File: config.mk
export PLATFORM = sky130hd
export DESIGN_NAME = mandelbrot_escape_pixel
export DESIGN_NICKNAME = d
export VERILOG_FILES = /design/src/mep_pkg.sv /design/src/mep_mul.sv /design/src/mep_div.sv /design/src/mandelbrot_escape_pixel.sv
export SDC_FILE = /design/constraint.sdc
export NUM_CORES = 2
export LEC_CHECK = 0
export BUFFER_PORTS_ARGS = -buffer_cell sky130_fd_sc_hd__buf_2
export CELL_PAD_IN_SITES_DETAIL_PLACEMENT = 2
export CELL_PAD_IN_SITES_GLOBAL_PLACEMENT = 2
export CORE_UTILIZATION = 38
export CTS_CLUSTER_SIZE = 24
export DETAILED_ROUTE_END_ITERATION = 10
export PLACE_DENSITY_LB_ADDON = 0.05
export RECOVER_POWER = 100
export SKIP_CTS_REPAIR_TIMING = 1
export SLEW_MARGIN = 20
export SYNTH_ARGS = -nofsm -noshare
export SYNTH_HDL_FRONTEND = slang
export SYNTH_SLANG_ARGS = --single-unit
File: constraint.sdc
create_clock -name clk -period 10.1 [get_ports clk]
set_input_delay 2.525 -clock clk [delete_from_list [all_inputs] [get_ports clk]]
set_output_delay 2.525 -clock clk [all_outputs]
set_load 0.05 [all_outputs]
File: src/mep_pkg.sv
// shared types, constants and helpers for the escape-time pixel engine
// no dependencies; imported by every module of the block
package mep_pkg;

  // coordinate, multiplier operand, configuration and gray level widths
  localparam int COORD_W    = 32;
  localparam int MUL_W      = COORD_W + 1;
  localparam int CFG_IDX_W  = 3;
  localparam int CFG_DATA_W = 32;
  localparam int GRAY_W     = 8;

  // configuration register indexes
  localparam logic [CFG_IDX_W-1:0] REG_X_MIN    = 3'd0;
  localparam logic [CFG_IDX_W-1:0] REG_X_MAX    = 3'd1;
  localparam logic [CFG_IDX_W-1:0] REG_Y_MIN    = 3'd2;
  localparam logic [CFG_IDX_W-1:0] REG_Y_MAX    = 3'd3;
  localparam logic [CFG_IDX_W-1:0] REG_WIDTH    = 3'd4;
  localparam logic [CFG_IDX_W-1:0] REG_HEIGHT   = 3'd5;
  localparam logic [CFG_IDX_W-1:0] REG_MAX_ITER = 3'd6;

  // saturation bounds of a coordinate
  localparam logic signed [63:0] COORD_MAX = 64'sd2147483647;
  localparam logic signed [63:0] COORD_MIN = -64'sd2147483648;

  // sequencer states
  typedef enum logic [3:0] {
    S_IDLE,
    S_MAP_MUL,
    S_MAP_ABS,
    S_MAP_DIV,
    S_MAP_WAIT,
    S_MAP_ADD,
    S_IT_RR,
    S_IT_II,
    S_IT_CHK,
    S_IT_UPD,
    S_GRAY_DIV,
    S_GRAY_WAIT
  } state_t;

  // clamp a wide signed value into the coordinate range
  function automatic logic signed [COORD_W-1:0] sat_coord(input logic signed [63:0] v);
    logic signed [COORD_W-1:0] r;
    if (v > COORD_MAX) begin
      r = COORD_MAX[COORD_W-1:0];
    end else if (v < COORD_MIN) begin
      r = COORD_MIN[COORD_W-1:0];
    end else begin
      r = v[COORD_W-1:0];
    end
    return r;
  endfunction

endpackage

File: src/mep_mul.sv
// shared signed multiplier with a registered product
// depends on mep_pkg for the operand width
module mep_mul (
  input  logic                                clk,
  input  logic signed [mep_pkg::MUL_W-1:0]    a,
  input  logic signed [mep_pkg::MUL_W-1:0]    b,
  output logic signed [2*mep_pkg::MUL_W-1:0]  p
);
  import mep_pkg::*;

  // one product per cycle, registered: the product appears in the cycle after its operands
  always_ff @(posedge clk) begin
    p <= a * b;
  end

endmodule

File: src/mep_div.sv
// iterative restoring divider, unsigned, one quotient bit per cycle
// depends on mep_pkg; used for the coordinate mapping and the gray level
module mep_div #(
  parameter int DVD_W = 44,
  parameter int DVS_W = 16
) (
  input  logic             clk,
  input  logic             rst,
  input  logic             start,
  input  logic [DVD_W-1:0] dividend,
  input  logic [DVS_W-1:0] divisor,
  output logic             done,
  output logic [DVD_W-1:0] quot
);
  import mep_pkg::*;

  localparam int CNT_W = $clog2(DVD_W);
  localparam logic [CNT_W-1:0] LAST = CNT_W'(DVD_W - 1);

  logic             running;
  logic [CNT_W-1:0] cnt;
  logic [DVS_W-1:0] rem;
  logic [DVS_W-1:0] dvs;
  logic [DVS_W:0]   rem_sh;
  logic             ge;
  logic [DVS_W:0]   rem_sub;
  logic [DVS_W-1:0] rem_next;

  // trial subtract of the divisor from the shifted remainder
  always_comb begin
    rem_sh   = {rem, quot[DVD_W-1]};
    rem_sub  = rem_sh - {1'b0, dvs};
    ge       = (rem_sh >= {1'b0, dvs});
    rem_next = ge ? rem_sub[DVS_W-1:0] : rem_sh[DVS_W-1:0];
  end

  // step counter and completion strobe
  always_ff @(posedge clk) begin
    if (rst) begin
      running <= 1'b0;
      done    <= 1'b0;
      cnt     <= '0;
    end else begin
      done <= 1'b0;
      if (start) begin
        running <= 1'b1;
        cnt     <= '0;
      end else if (running) begin
        cnt <= cnt + 1'b1;
        if (cnt == LAST) begin
          running <= 1'b0;
          done    <= 1'b1;
        end
      end
    end
  end

  // remainder and quotient shift register
  always_ff @(posedge clk) begin
    if (start) begin
      rem  <= '0;
      dvs  <= divisor;
      quot <= dividend;
    end else if (running) begin
      rem  <= rem_next;
      quot <= {quot[DVD_W-2:0], ge};
    end
  end

endmodule

File: src/mandelbrot_escape_pixel.sv
// escape-time pixel engine: maps the pixel to c with two divides, iterates, then divides
// for the gray level; the gray divide is skipped when max_iter is 0.
// one pixel at a time, busy meanwhile; the next request is taken in the done cycle.
// each iteration steps through S_IT_RR, S_IT_II, S_IT_CHK and S_IT_UPD and takes three
// products on one shared 33x33 multiplier; the two mapping divides and the gray divide share one divider.
// done strobes for one cycle and cannot be held off; sync reset restores the default window.
module mandelbrot_escape_pixel #(
  parameter int DIM_BITS  = 12,
  parameter int ITER_BITS = 16,
  parameter int FRAC_BITS = 24
) (
  input  logic                              clk,
  input  logic                              rst,
  input  logic                              start,
  output logic                              busy,
  input  logic [DIM_BITS-1:0]               pixel_col,
  input  logic [DIM_BITS-1:0]               pixel_row,
  input  logic                              wr_en,
  input  logic [mep_pkg::CFG_IDX_W-1:0]     wr_index,
  input  logic [mep_pkg::CFG_DATA_W-1:0]    wr_data,
  output logic                              done,
  output logic [DIM_BITS-1:0]               out_col,
  output logic [DIM_BITS-1:0]               out_row,
  output logic [ITER_BITS-1:0]              iter_count,
  output logic [mep_pkg::GRAY_W-1:0]        gray_level
);
  import mep_pkg::*;

  localparam int DVD_W  = DIM_BITS + 32;
  localparam int DVS_W  = (DIM_BITS + 1 > ITER_BITS) ? DIM_BITS + 1 : ITER_BITS;
  localparam int PROD_W = 2 * MUL_W;

  localparam logic signed [COORD_W-1:0] X_MIN_RST = -(32'sd1 <<< (FRAC_BITS + 1));
  localparam logic signed [COORD_W-1:0] X_MAX_RST = 32'sd1 <<< FRAC_BITS;
  localparam logic signed [COORD_W-1:0] Y_MIN_RST = -(32'sd3 <<< (FRAC_BITS - 1));
  localparam logic signed [COORD_W-1:0] Y_MAX_RST = 32'sd3 <<< (FRAC_BITS - 1);
  localparam logic [DIM_BITS:0]         DIM_RST   = (DIM_BITS + 1)'(512);
  localparam logic [ITER_BITS-1:0]      ITER_RST  = ITER_BITS'(1000);
  localparam logic [63:0]               ESC_LIMIT = 64'd1 << (2 * FRAC_BITS + 4);

  // configuration registers
  logic signed [COORD_W-1:0] x_min, x_max, y_min, y_max;
  logic [DIM_BITS:0]         image_width, image_height;
  logic [ITER_BITS-1:0]      max_iter;

  // sequencer
  state_t state, state_next;

  // working registers
  logic [DIM_BITS-1:0]       col, row;
  logic signed [MUL_W-1:0]   span_x, span_y;
  logic                      axis;
  logic                      neg;
  logic [DVD_W-1:0]          mag;
  logic signed [DVD_W:0]     q_s;
  logic signed [COORD_W-1:0] cre, cim, re, im;
  logic [63:0]               rr;
  logic signed [63:0]        rr_minus_ii;
  logic [ITER_BITS-1:0]      iter;

  // shared units
  logic signed [MUL_W-1:0]   mul_a, mul_b;
  logic signed [PROD_W-1:0]  p;
  logic                      div_start, div_done;
  logic [DVD_W-1:0]          div_dividend, div_quot;
  logic [DVS_W-1:0]          div_divisor;

  // datapath helpers
  logic [DIM_BITS:0]         width_eff, height_eff;
  logic signed [PROD_W-1:0]  p_abs;
  logic [63:0]               p_u;
  logic signed [63:0]        p_s;
  logic [ITER_BITS+7:0]      gray_dvd;
  logic signed [COORD_W-1:0] map_lo;
  logic signed [63:0]        map_sum, re_sum, im_sum;
  logic                      stop;
  logic                      finish;

  mep_mul u_mul (
    .clk (clk),
    .a   (mul_a),
    .b   (mul_b),
    .p   (p)
  );

  mep_div #(
    .DVD_W (DVD_W),
    .DVS_W (DVS_W)
  ) u_div (
    .clk      (clk),
    .rst      (rst),
    .start    (div_start),
    .dividend (div_dividend),
    .divisor  (div_divisor),
    .done     (div_done),
    .quot     (div_quot)
  );

  // configuration writes
  always_ff @(posedge clk) begin
    if (rst) begin
      x_min        <= X_MIN_RST;
      x_max        <= X_MAX_RST;
      y_min        <= Y_MIN_RST;
      y_max        <= Y_MAX_RST;
      image_width  <= DIM_RST;
      image_height <= DIM_RST;
      max_iter     <= ITER_RST;
    end else if (wr_en) begin
      unique case (wr_index)
        REG_X_MIN:    x_min        <= wr_data;
        REG_X_MAX:    x_max        <= wr_data;
        REG_Y_MIN:    y_min        <= wr_data;
        REG_Y_MAX:    y_max        <= wr_data;
        REG_WIDTH:    image_width  <= wr_data[DIM_BITS:0];
        REG_HEIGHT:   image_height <= wr_data[DIM_BITS:0];
        REG_MAX_ITER: max_iter     <= wr_data[ITER_BITS-1:0];
        default: ;
      endcase
    end
  end

  // shared datapath arithmetic
  always_comb begin
    width_eff  = (image_width == '0) ? (DIM_BITS + 1)'(1) : image_width;
    height_eff = (image_height == '0) ? (DIM_BITS + 1)'(1) : image_height;
    p_abs      = p[PROD_W-1] ? -p : p;
    p_u        = p[63:0];
    p_s        = p[63:0];
    gray_dvd   = {iter, 8'h00} - {8'h00, iter};
    map_lo     = axis ? y_min : x_min;
    map_sum    = 64'(map_lo) + 64'(q_s);
    re_sum     = (rr_minus_ii >>> FRAC_BITS) + 64'(cre);
    im_sum     = ((p_s >>> FRAC_BITS) <<< 1) + 64'(cim);
    stop       = ((rr + p_u) >= ESC_LIMIT) || (iter >= max_iter);
  end

  // next state
  always_comb begin
    state_next = state;
    unique case (state)
      S_IDLE:      if (start) state_next = S_MAP_MUL;
      S_MAP_MUL:   state_next = S_MAP_ABS;
      S_MAP_ABS:   state_next = S_MAP_DIV;
      S_MAP_DIV:   state_next = S_MAP_WAIT;
      S_MAP_WAIT:  if (div_done) state_next = S_MAP_ADD;
      S_MAP_ADD:   state_next = axis ? S_IT_RR : S_MAP_MUL;
      S_IT_RR:     state_next = S_IT_II;
      S_IT_II:     state_next = S_IT_CHK;
      S_IT_CHK: begin
        if (!stop) begin
          state_next = S_IT_UPD;
        end else if (max_iter == '0) begin
          state_next = S_IDLE;
        end else begin
          state_next = S_GRAY_DIV;
        end
      end
      S_IT_UPD:    state_next = S_IT_RR;
      S_GRAY_DIV:  state_next = S_GRAY_WAIT;
      S_GRAY_WAIT: if (div_done) state_next = S_IDLE;
      default:     state_next = S_IDLE;
    endcase
  end

  // unit operands and strobes
  always_comb begin
    div_start    = 1'b0;
    div_dividend = mag;
    div_divisor  = DVS_W'(axis ? height_eff : width_eff);
    mul_a        = MUL_W'(re);
    mul_b        = MUL_W'(im);
    finish       = 1'b0;
    unique case (state)
      S_MAP_MUL: begin
        mul_a = axis ? $signed({{(MUL_W - DIM_BITS){1'b0}}, row})
                     : $signed({{(MUL_W - DIM_BITS){1'b0}}, col});
        mul_b = axis ? span_y : span_x;
      end
      S_MAP_DIV: div_start = 1'b1;
      S_IT_RR: begin
        mul_a = MUL_W'(re);
        mul_b = MUL_W'(re);
      end
      S_IT_II: begin
        mul_a = MUL_W'(im);
        mul_b = MUL_W'(im);
      end
      S_IT_CHK: finish = stop && (max_iter == '0);
      S_GRAY_DIV: begin
        div_start    = 1'b1;
        div_dividend = DVD_W'(gray_dvd);
        div_divisor  = DVS_W'(max_iter);
      end
      S_GRAY_WAIT: finish = div_done;
      default: ;
    endcase
  end

  // control registers
  always_ff @(posedge clk) begin
    if (rst) begin
      state <= S_IDLE;
      done  <= 1'b0;
    end else begin
      state <= state_next;
      done  <= finish;
    end
  end

  // working registers
  always_ff @(posedge clk) begin
    unique case (state)
      S_IDLE: begin
        if (start) begin
          col    <= pixel_col;
          row    <= pixel_row;
          span_x <= MUL_W'(x_max) - MUL_W'(x_min);
          span_y <= MUL_W'(y_max) - MUL_W'(y_min);
          axis   <= 1'b0;
        end
      end
      S_MAP_ABS: begin
        neg <= p[PROD_W-1];
        mag <= p_abs[DVD_W-1:0];
      end
      S_MAP_WAIT: begin
        if (div_done) begin
          q_s <= neg ? -$signed({1'b0, div_quot}) : $signed({1'b0, div_quot});
        end
      end
      S_MAP_ADD: begin
        if (axis) begin
          cim <= sat_coord(map_sum);
        end else begin
          cre <= sat_coord(map_sum);
        end
        axis <= 1'b1;
        re   <= '0;
        im   <= '0;
        iter <= '0;
      end
      S_IT_II:  rr <= p_u;
      S_IT_CHK: rr_minus_ii <= $signed(rr) - p_s;
      S_IT_UPD: begin
        re   <= sat_coord(re_sum);
        im   <= sat_coord(im_sum);
        iter <= iter + 1'b1;
      end
      default: ;
    endcase
  end

  // result registers, held until the next result
  always_ff @(posedge clk) begin
    if (finish) begin
      out_col    <= col;
      out_row    <= row;
      iter_count <= iter;
      gray_level <= (max_iter == '0) ? '0 : div_quot[GRAY_W-1:0];
    end
  end

  assign busy = (state != S_IDLE);

endmodule

## Word-level counts from Yosys, hierarchy flattened

Cells that the tools add are included.

| storage, ports and cells | value |
|---|---|
| output and inout port bits | 50 |
| input port bits | 63 |
| word-level logic and storage cells | 148 |
| register bits | 826 |
| memories kept | 0 |
| bits in writable memories | 0 |
| bits in read-only memories | 0 |
| latch bits | 0 |

| cells by class | value |
|---|---|
| bitwise operators | 2 |
| reduce and logical (&&, ||, !) cells | 27 |
| multipliers | 1 |
| add/subtract/negate cells | 13 |
| shifts and indexed selects | 0 |
| eq/ne operators | 21 |
| multiplexer cells | 39 |
| div/mod/pow operators | 0 |
| order comparisons | 9 |

Operators by type and width:

| cell | count |
|---|---|
| 32-bit 2-to-1 mux | 7 |
| 44-bit 2-to-1 mux | 5 |
| 33-bit case mux with 2 select lines | 2 |
| 32-bit case mux with 2 select lines | 2 |
| 33-bit by 33-bit multiplier with 66-bit output | 1 |
| 32-bit by 32-bit subtractor with 33-bit output | 2 |
| 64-bit adder | 1 |
| 64-bit by 53-bit >= comparator with 1-bit output, second input constant | 1 |
| 64-bit subtractor | 1 |
| 4-bit case mux with 12 select lines | 1 |
| 32-bit by 45-bit adder with 46-bit output | 1 |
| 46-bit by 32-bit greater-than comparator with 1-bit output, second input constant | 1 |
| 46-bit by 32-bit less-than comparator with 1-bit output, second input constant | 1 |
| 44-bit negation with 45-bit output | 1 |
| 44-bit negation | 1 |
| 41-bit by 32-bit adder with 42-bit output | 1 |
| 42-bit by 32-bit greater-than comparator with 1-bit output, second input constant | 1 |
| 42-bit by 32-bit less-than comparator with 1-bit output, second input constant | 1 |
| 40-bit by 32-bit adder with 41-bit output | 1 |
| 41-bit by 32-bit greater-than comparator with 1-bit output, second input constant | 1 |
| 41-bit by 32-bit less-than comparator with 1-bit output, second input constant | 1 |
| 13-bit 2-to-1 mux | 3 |
| 33-bit 2-to-1 mux | 1 |
| 16-bit 2-to-1 mux | 2 |
| other kinds (35) | 72 |

## Longest topological paths before layout

| logic depth | value |
|---|---|
| depth in word-level cells | 5 |
| gate-level depth with buffers | 39 |
| mapped depth without buffers | 35 |

## Cells and area by module

Synthesis repeated with hierarchy kept, for this count alone.

| second synthesis, totals | value |
|---|---|
| cell total of the unflattened synthesis | 9,124 |
| area total of the unflattened synthesis | 86,325.3 µm² |

By module, submodules not included:

| module | area an instance (µm²) | instances | seq. area each (µm²) | cells an instance |
|---|---|---|---|---|
| mandelbrot_escape_pixel | 42,180.5 | 1 | 17,827.1 | 4,556 |
| mep_mul | 39,927.0 | 1 | 1,321.3 | 4,222 |
| mep_div | 4,217.8 | 1 | 2,282.2 | 346 |

## Worst setup path after synthesis

OpenSTA, ideal clock, no wires.

| path | value |
|---|---|
| path kind | reg-to-reg |
| from | register state[1] |
| to | register u_mul.p[60] (netlist name) |
| setup slack | -1.063 ns |
| setup time | 0.072 ns |
| cell stages (with the launch flop) | 35 |
| data required time | 10.028 ns |
| clock period less this slack | 11.163 ns |
| arrival time | 11.091 ns |
| buffers on the path | 4 |
| path through | dfxtp_1 clkbuf_1 nand2_1 nor2_1 clkbuf_1 clkbuf_1 a22oi_1 clkbuf_1 nor2_1 fa_1 fa_1 fa_1 inv_1 fa_1 fa_1 fa_1 inv_1 fa_1 inv_1 fa_1 inv_1 ha_1 a21oi_1 nor2_1 or4_1 a41oi_1 o31ai_1 a21oi_1 o211ai_1 a211o_1 nand2_1 nor2_1 a311o_1 a21oi_1 xnor2_1 |

| on the way | value |
|---|---|
| word-level cells in the longest chain between the ends | 3 |
| elaborated cells between the ends (all ways) | 6 |
| classes of those cells | mul: 1; eq/ne: 3; mux: 2 |

RTL lines:

| what | line | text |
|---|---|---|
| start, declared | mandelbrot_escape_pixel.sv:47 | `state_t state, state_next;` |
| start signal, assigned | mandelbrot_escape_pixel.sv:206 | `state <= state_next;` |
| 4-bit by 3-bit equality test with 1-bit output or 4-bit by 1-bit equality test with 1-bit output (tied branches) | mandelbrot_escape_pixel.sv:174 | `unique case (state)` |
| 33-bit case mux with 2 select lines | mandelbrot_escape_pixel.sv:174 |  |
| 33-bit by 33-bit multiplier with 66-bit output * | mep_mul.sv:13 | `p <= a * b;` |
| end signal, assigned | mep_mul.sv:13 |  |
| end, declared | mep_mul.sv:7 | `output logic signed [2*mep_pkg::MUL_W-1:0] p` |

Mark *: on every way between the ends. The rest lies on a longest branch, timed or not.
A chain may end at the register's enable or synchronous reset.

## Worst setup path in the final report

| path | value |
|---|---|
| from | register axis |
| to | register u_mul.p[59] (netlist name) |

| on the way | value |
|---|---|
| word-level cells in the longest chain between the ends | 3 |
| elaborated cells between the ends (all ways) | 5 |
| classes of those cells | mul: 1; mux: 4 |

RTL lines:

| what | line | text |
|---|---|---|
| start, declared | mandelbrot_escape_pixel.sv:52 | `logic axis;` |
| start signal, assigned | mandelbrot_escape_pixel.sv:220 | `axis <= 1'b0;` |
| start signal, assigned | mandelbrot_escape_pixel.sv:238 | `axis <= 1'b1;` |
| 12-bit 2-to-1 mux or 33-bit 2-to-1 mux (tied branches) | mandelbrot_escape_pixel.sv:176, mandelbrot_escape_pixel.sv:178 |  |
| 33-bit case mux with 2 select lines | mandelbrot_escape_pixel.sv:174 |  |
| 33-bit by 33-bit multiplier with 66-bit output * | mep_mul.sv:13 |  |

Marks and branches as above.

==> out/qor_table.md <==
| Stage | Result | Reported |
|:---|:---|:---|
| outcome | Result of the run | complete, but fails checks |
| outcome | Failing checks | capacitance limit, slew limit |
| grt | Vias in the first global route | 76.0k |
| setup path | Critical path data required time | 10.76 ns |
| timing | Slew HR | -2.05 |
| timing | Final Hold Vio Count | 0 |
| timing | Period utilisation layout | 0.970 |
| synth | Count of state elements after synthesis | 801 |
| min path | Hold depth | 2 |
| placed design | IO Port Bufs | 112 |
| floorplanning | Initial core utilization | 0.383 |
| min path | Sink of the worst hold path | x_min[15] |
| routing | Vias per inst | 5.54 |
| grt | Final global-route overflow total | 0 |
| min path | Hold path startpoint | x_min[15] |
| setup path | Critical Setup Path Class | reg -> reg |
| synth | Post-synthesis cell area | 84100 um^2 |
| placed design | Area of placed instances | 90700 um^2 |
| setup path | Startpoint of the most critical register-to-register path | axis |
| synth | Number of instances in the synthesized netlist | 9056 |
| cells and area | Proportion of layout cells with a drive suffix above 1 | 0.0702 |
| synth | FFs w/ async S/R, synth | 0 |
| placed design | Final RePlAce weighted congestion | 0.912 |
| synth | Post-synthesis sequential area ratio | 0.254 |
| setup path | R2r worst-path depth | 32 |
| floorplanning | Number of top-level pins | 113 |
| setup path | Launching element type of the critical path | register |
| setup path | Most frequent cell on the critical path | sky130_fd_sc_hd__fa_1 |
| setup path | Worst endpoint data arrival time | 10.46 ns |
| synth | Post-synth EDFFs | 537 |
| clock network | TritonCTS clock tree | built |
| grt | First-pass GRT wire length | 525 mm |
| placed design | Instance count after placement with tap cells included | 12.1k |
| min path | Min-Delay Path Class | reg -> reg |
| cells and area | Final std cells w/o fill | 12.3k |
| timing | Timing-limited maximum frequency | 102 MHz |
| cells and area | Net count of the finished layout | 11.0k |
| synth | Unique cell type count in the Yosys netlist | 76 |
| synth | Average footprint of a synthesized cell | 9.29 um^2 |
| clock network | Max Buffers Root-to-Sink | 3 |
| synth | Post-synthesis net count | 10.8k |
| clock network | Deepest level of the CTS H-tree | 3 |
| cells and area | Post-Layout Inst Area | 94100 um^2 |
| routing | Total via count after detailed routing | 67.9k |
| clock network | Root cell of the clock tree | sky130_fd_sc_hd__clkbuf_16 |
| timing | Worst-margin pin slew | 4.57 ns |
| floorplanning | Die area | 223000 um^2 |
| floorplanning | Die width | 473 um |
| routing | TritonRoute pass-1 iters | 7 |
| grt | Total GRT Usage | 0.321 |
| clock network | Number of clock sinks seen by CTS | 801 |
| timing | Finish-stage setup viols | 0 |
| timing | Max-slew violations | 1044 |
| setup path | Element type at the critical path end | register |
| cells and area | Area growth from synthesis to layout | 11.8% |
| setup path | Peak per-stage delay on the critical path | 0.64 ns |
| routing | Post-DRT Antenna Nets | 0 |
| setup path | Cell with the biggest individual delay on the critical path | sky130_fd_sc_hd__fa_1 |
| setup path | Minimum setup slack among reg-to-reg paths | 0.30 ns |
| routing | Drt initial violations | 4081 |
| timing | Final Critical Period | 9.80 ns |
| clock network | TritonCTS Buffers | 93 |
| run | Total of max-cap violations | 26 |
| clock network | Clock latency of the later-clocked register in the worst-skew pair | 0.76 ns |
| setup path | Max Fanout on Critical Path | 32 |
| floorplanning | Y dimension of the die | 473 um |
| floorplanning | Core area | 220000 um^2 |
| grt | Pin count of the biggest net entering global routing | 129 |
| synth | Ys flop type | sky130_fd_sc_hd__edfxtp_1 |
| placed design | Post-detailed-placement half-perimeter wirelength | 292 mm |
| timing | Setup skew after layout | 0.0341 ns |
| grt | Antenna violations before repair | 13 |
| synth | Warning count from the yosys run | 0 |
| setup path | Destination of the worst register-to-register timing path | u_mul.p[59] |
| routing | Number of design rule violations left after detail routing | 0 |
| floorplanning | Floorplan row count | 172 |
| routing | Routed WL per cell | 29.1 um |
| clock network | Clock transition at path regs | 0.06 ns |
| routing | Wire length reported by the detailed router | 356 mm |
==> synth_stat cells (8+ instances only) <==
library cell | number | share of area
sky130_fd_sc_hd__buf_1 | 15 | 0.00067
sky130_fd_sc_hd__xor2_1 | 100 | 0.010
sky130_fd_sc_hd__or2_2 | 18 | 0.0013
sky130_fd_sc_hd__or3_1 | 28 | 0.0021
sky130_fd_sc_hd__and3_1 | 33 | 0.0025
sky130_fd_sc_hd__dfxtp_1 | 264 | 0.063
sky130_fd_sc_hd__a211o_1 | 30 | 0.0031
sky130_fd_sc_hd__clkbuf_1 | 373 | 0.017
sky130_fd_sc_hd__o211ai_1 | 28 | 0.0025
sky130_fd_sc_hd__inv_1 | 1431 | 0.064
sky130_fd_sc_hd__nor3_1 | 87 | 0.0052
sky130_fd_sc_hd__nor4_1 | 65 | 0.0048
sky130_fd_sc_hd__and2_1 | 38 | 0.0028
sky130_fd_sc_hd__nor2_1 | 888 | 0.040
sky130_fd_sc_hd__o31ai_1 | 76 | 0.0068
sky130_fd_sc_hd__a221oi_1 | 44 | 0.0046
sky130_fd_sc_hd__o21ai_0 | 331 | 0.020
sky130_fd_sc_hd__a311oi_1 | 9 | 0.00094
sky130_fd_sc_hd__xnor2_1 | 298 | 0.031
sky130_fd_sc_hd__a221o_1 | 41 | 0.0049
sky130_fd_sc_hd__a31o_2 | 8 | 0.00083
sky130_fd_sc_hd__a21boi_0 | 14 | 0.0012
sky130_fd_sc_hd__or4_1 | 26 | 0.0023
sky130_fd_sc_hd__nand2b_1 | 68 | 0.0051
sky130_fd_sc_hd__a31oi_1 | 51 | 0.0038
sky130_fd_sc_hd__nand2_1 | 1092 | 0.049
sky130_fd_sc_hd__nand4_1 | 65 | 0.0048
sky130_fd_sc_hd__fa_1 | 1129 | 0.27
sky130_fd_sc_hd__nor2b_1 | 61 | 0.0045
sky130_fd_sc_hd__o41ai_1 | 18 | 0.0019
sky130_fd_sc_hd__nand3_1 | 92 | 0.0055
sky130_fd_sc_hd__o21bai_1 | 63 | 0.0056
sky130_fd_sc_hd__nand3b_1 | 17 | 0.0015
sky130_fd_sc_hd__a22o_1 | 22 | 0.0023
sky130_fd_sc_hd__a211oi_1 | 34 | 0.0030
sky130_fd_sc_hd__edfxtp_1 | 537 | 0.19
sky130_fd_sc_hd__a21o_1 | 184 | 0.016
sky130_fd_sc_hd__a21oi_1 | 527 | 0.031
sky130_fd_sc_hd__o22ai_1 | 10 | 0.00074
sky130_fd_sc_hd__mux2i_1 | 74 | 0.0088
sky130_fd_sc_hd__a22oi_1 | 32 | 0.0029
sky130_fd_sc_hd__a41o_1 | 10 | 0.0012
sky130_fd_sc_hd__a2111oi_0 | 8 | 0.00083
sky130_fd_sc_hd__o21a_1 | 44 | 0.0039
sky130_fd_sc_hd__ha_1 | 577 | 0.086
==> area by class of cell <==
type,count,area (um^2)
timing repair buffer,450,3650
inverter,1431,5370
antenna,8,20.0
clock inverter,52,683
tap,2958,3700
sequential,801,21400
clock buffer,120,2590
fill,23814,126000
multi-input combinational,6435,56600
==> registers in the layout, summed over array words and instances, names as in the netlist, 13 cells and up <==
signal / cells
max_iter: 16
iter: 16
re: 32
rr_minus_ii: 40
iter_count: 16
image_width: 13
rr: 64
q_s: 45
y_min: 32
span_x: 33
mag: 44
x_min: 32
image_height: 13
cim: 32
cre: 32
u_div.quot: 44
x_max: 32
u_div.dvs: 16
u_mul.p: 65
u_div.rem: 16
span_y: 33
im: 32
y_max: 32
==> worst max-delay path, delay by kind of cell (launching register included) <==
family,cells,cell delay [ns]
xor gates and xnor gates,1,0.15
and+or+nand+nor,2,0.37
muxes,1,0.55
AOI/OAI and AO/OA,12,2.46
adders and majority gates,9,4.59
DFF,1,0.40
buffers and inverters,7,1.12
==> per-stage QoR <==
| stage | setup WS, ns | utilization | hold WS (ns) | TNS [ns] |
|---|---|---|---|---|
| 2_1_floorplan | 0.167 | - | 0.406 | 0 |
| 3_3_place_gp | -0.165 | 0.412 | 0.442 | -0.326 |
| 3_5_place_dp | -0.246 | 0.412 | 0.448 | -0.975 |
| 4_1_cts | -0.342 | 0.427 | 0.464 | -1.92 |
| 5_1_grt | -0.0178 | 0.428 | 0.476 | -0.0178 |
| 6_report | 0.301 | 0.428 | 0.461 | 0 |
==> metal layers <==
| layer | wire length (um) | up-vias | global-route usage |
|---|---|---|---|
| li1 | - | 29956 | - |
| met1 | 153000 | 36085 | 0.419 |
| met2 | 173000 | 1441 | 0.546 |
| met3 | 15700 | 435 | 0.0366 |
| met4 | 14000 | 8 | 0.115 |
| met5 | 44 | - | 0 |
==> logic make-up (layout without fill, tap and decap cells) <==
kind of cell	count (synthesis)	count (layout)	synth area share
xor+xnor	398	398	0.0414
fa+ha+maj	1706	1706	0.354
simple gates	2613	2613	0.134
flops	801	801	0.254
other cells	0	8	0
buf+inv	1820	2053	0.0812
mux	79	79	0.00947
compound gates	1639	1639	0.125
==> cell usage in the layout, fill, tap and decap left out, types with 63 or more instances in the layout <==
| cell | instances |
|---|---|
| sky130_fd_sc_hd__nor3_1 | 86 |
| sky130_fd_sc_hd__ha_1 | 577 |
| sky130_fd_sc_hd__xor2_1 | 100 |
| sky130_fd_sc_hd__dfxtp_1 | 263 |
| sky130_fd_sc_hd__o21ai_0 | 330 |
| sky130_fd_sc_hd__nand4_1 | 65 |
| sky130_fd_sc_hd__nor4_1 | 65 |
| sky130_fd_sc_hd__a21oi_1 | 524 |
| sky130_fd_sc_hd__o21bai_1 | 63 |
| sky130_fd_sc_hd__clkbuf_1 | 106 |
| sky130_fd_sc_hd__xnor2_1 | 298 |
| sky130_fd_sc_hd__edfxtp_1 | 537 |
| sky130_fd_sc_hd__fa_1 | 1129 |
| sky130_fd_sc_hd__o31ai_1 | 75 |
| sky130_fd_sc_hd__nand2b_1 | 67 |
| sky130_fd_sc_hd__nand2_1 | 1090 |
| sky130_fd_sc_hd__buf_4 | 232 |
| sky130_fd_sc_hd__a21o_1 | 184 |
| sky130_fd_sc_hd__inv_1 | 1430 |
| sky130_fd_sc_hd__clkbuf_16 | 97 |
| sky130_fd_sc_hd__nor2_1 | 873 |
| sky130_fd_sc_hd__mux2i_1 | 63 |
| sky130_fd_sc_hd__nand3_1 | 91 |
==> worst max path at each step <==
stage               depth (start not counted)     start          end
finish                                     32      axis  u_mul.p[59]
global placement                           37      axis  u_mul.p[59]
CTS                                        36  state[1]  u_mul.p[59]
global route                               38      axis  u_mul.p[59]
detailed placement                         36  state[1]  u_mul.p[59]
floorplan                                  34  state[1]  u_mul.p[60]
Power is left out: the tool's default activity adds up to more than one toggle a clock period on the data nets, which glitch-free logic cannot reach.
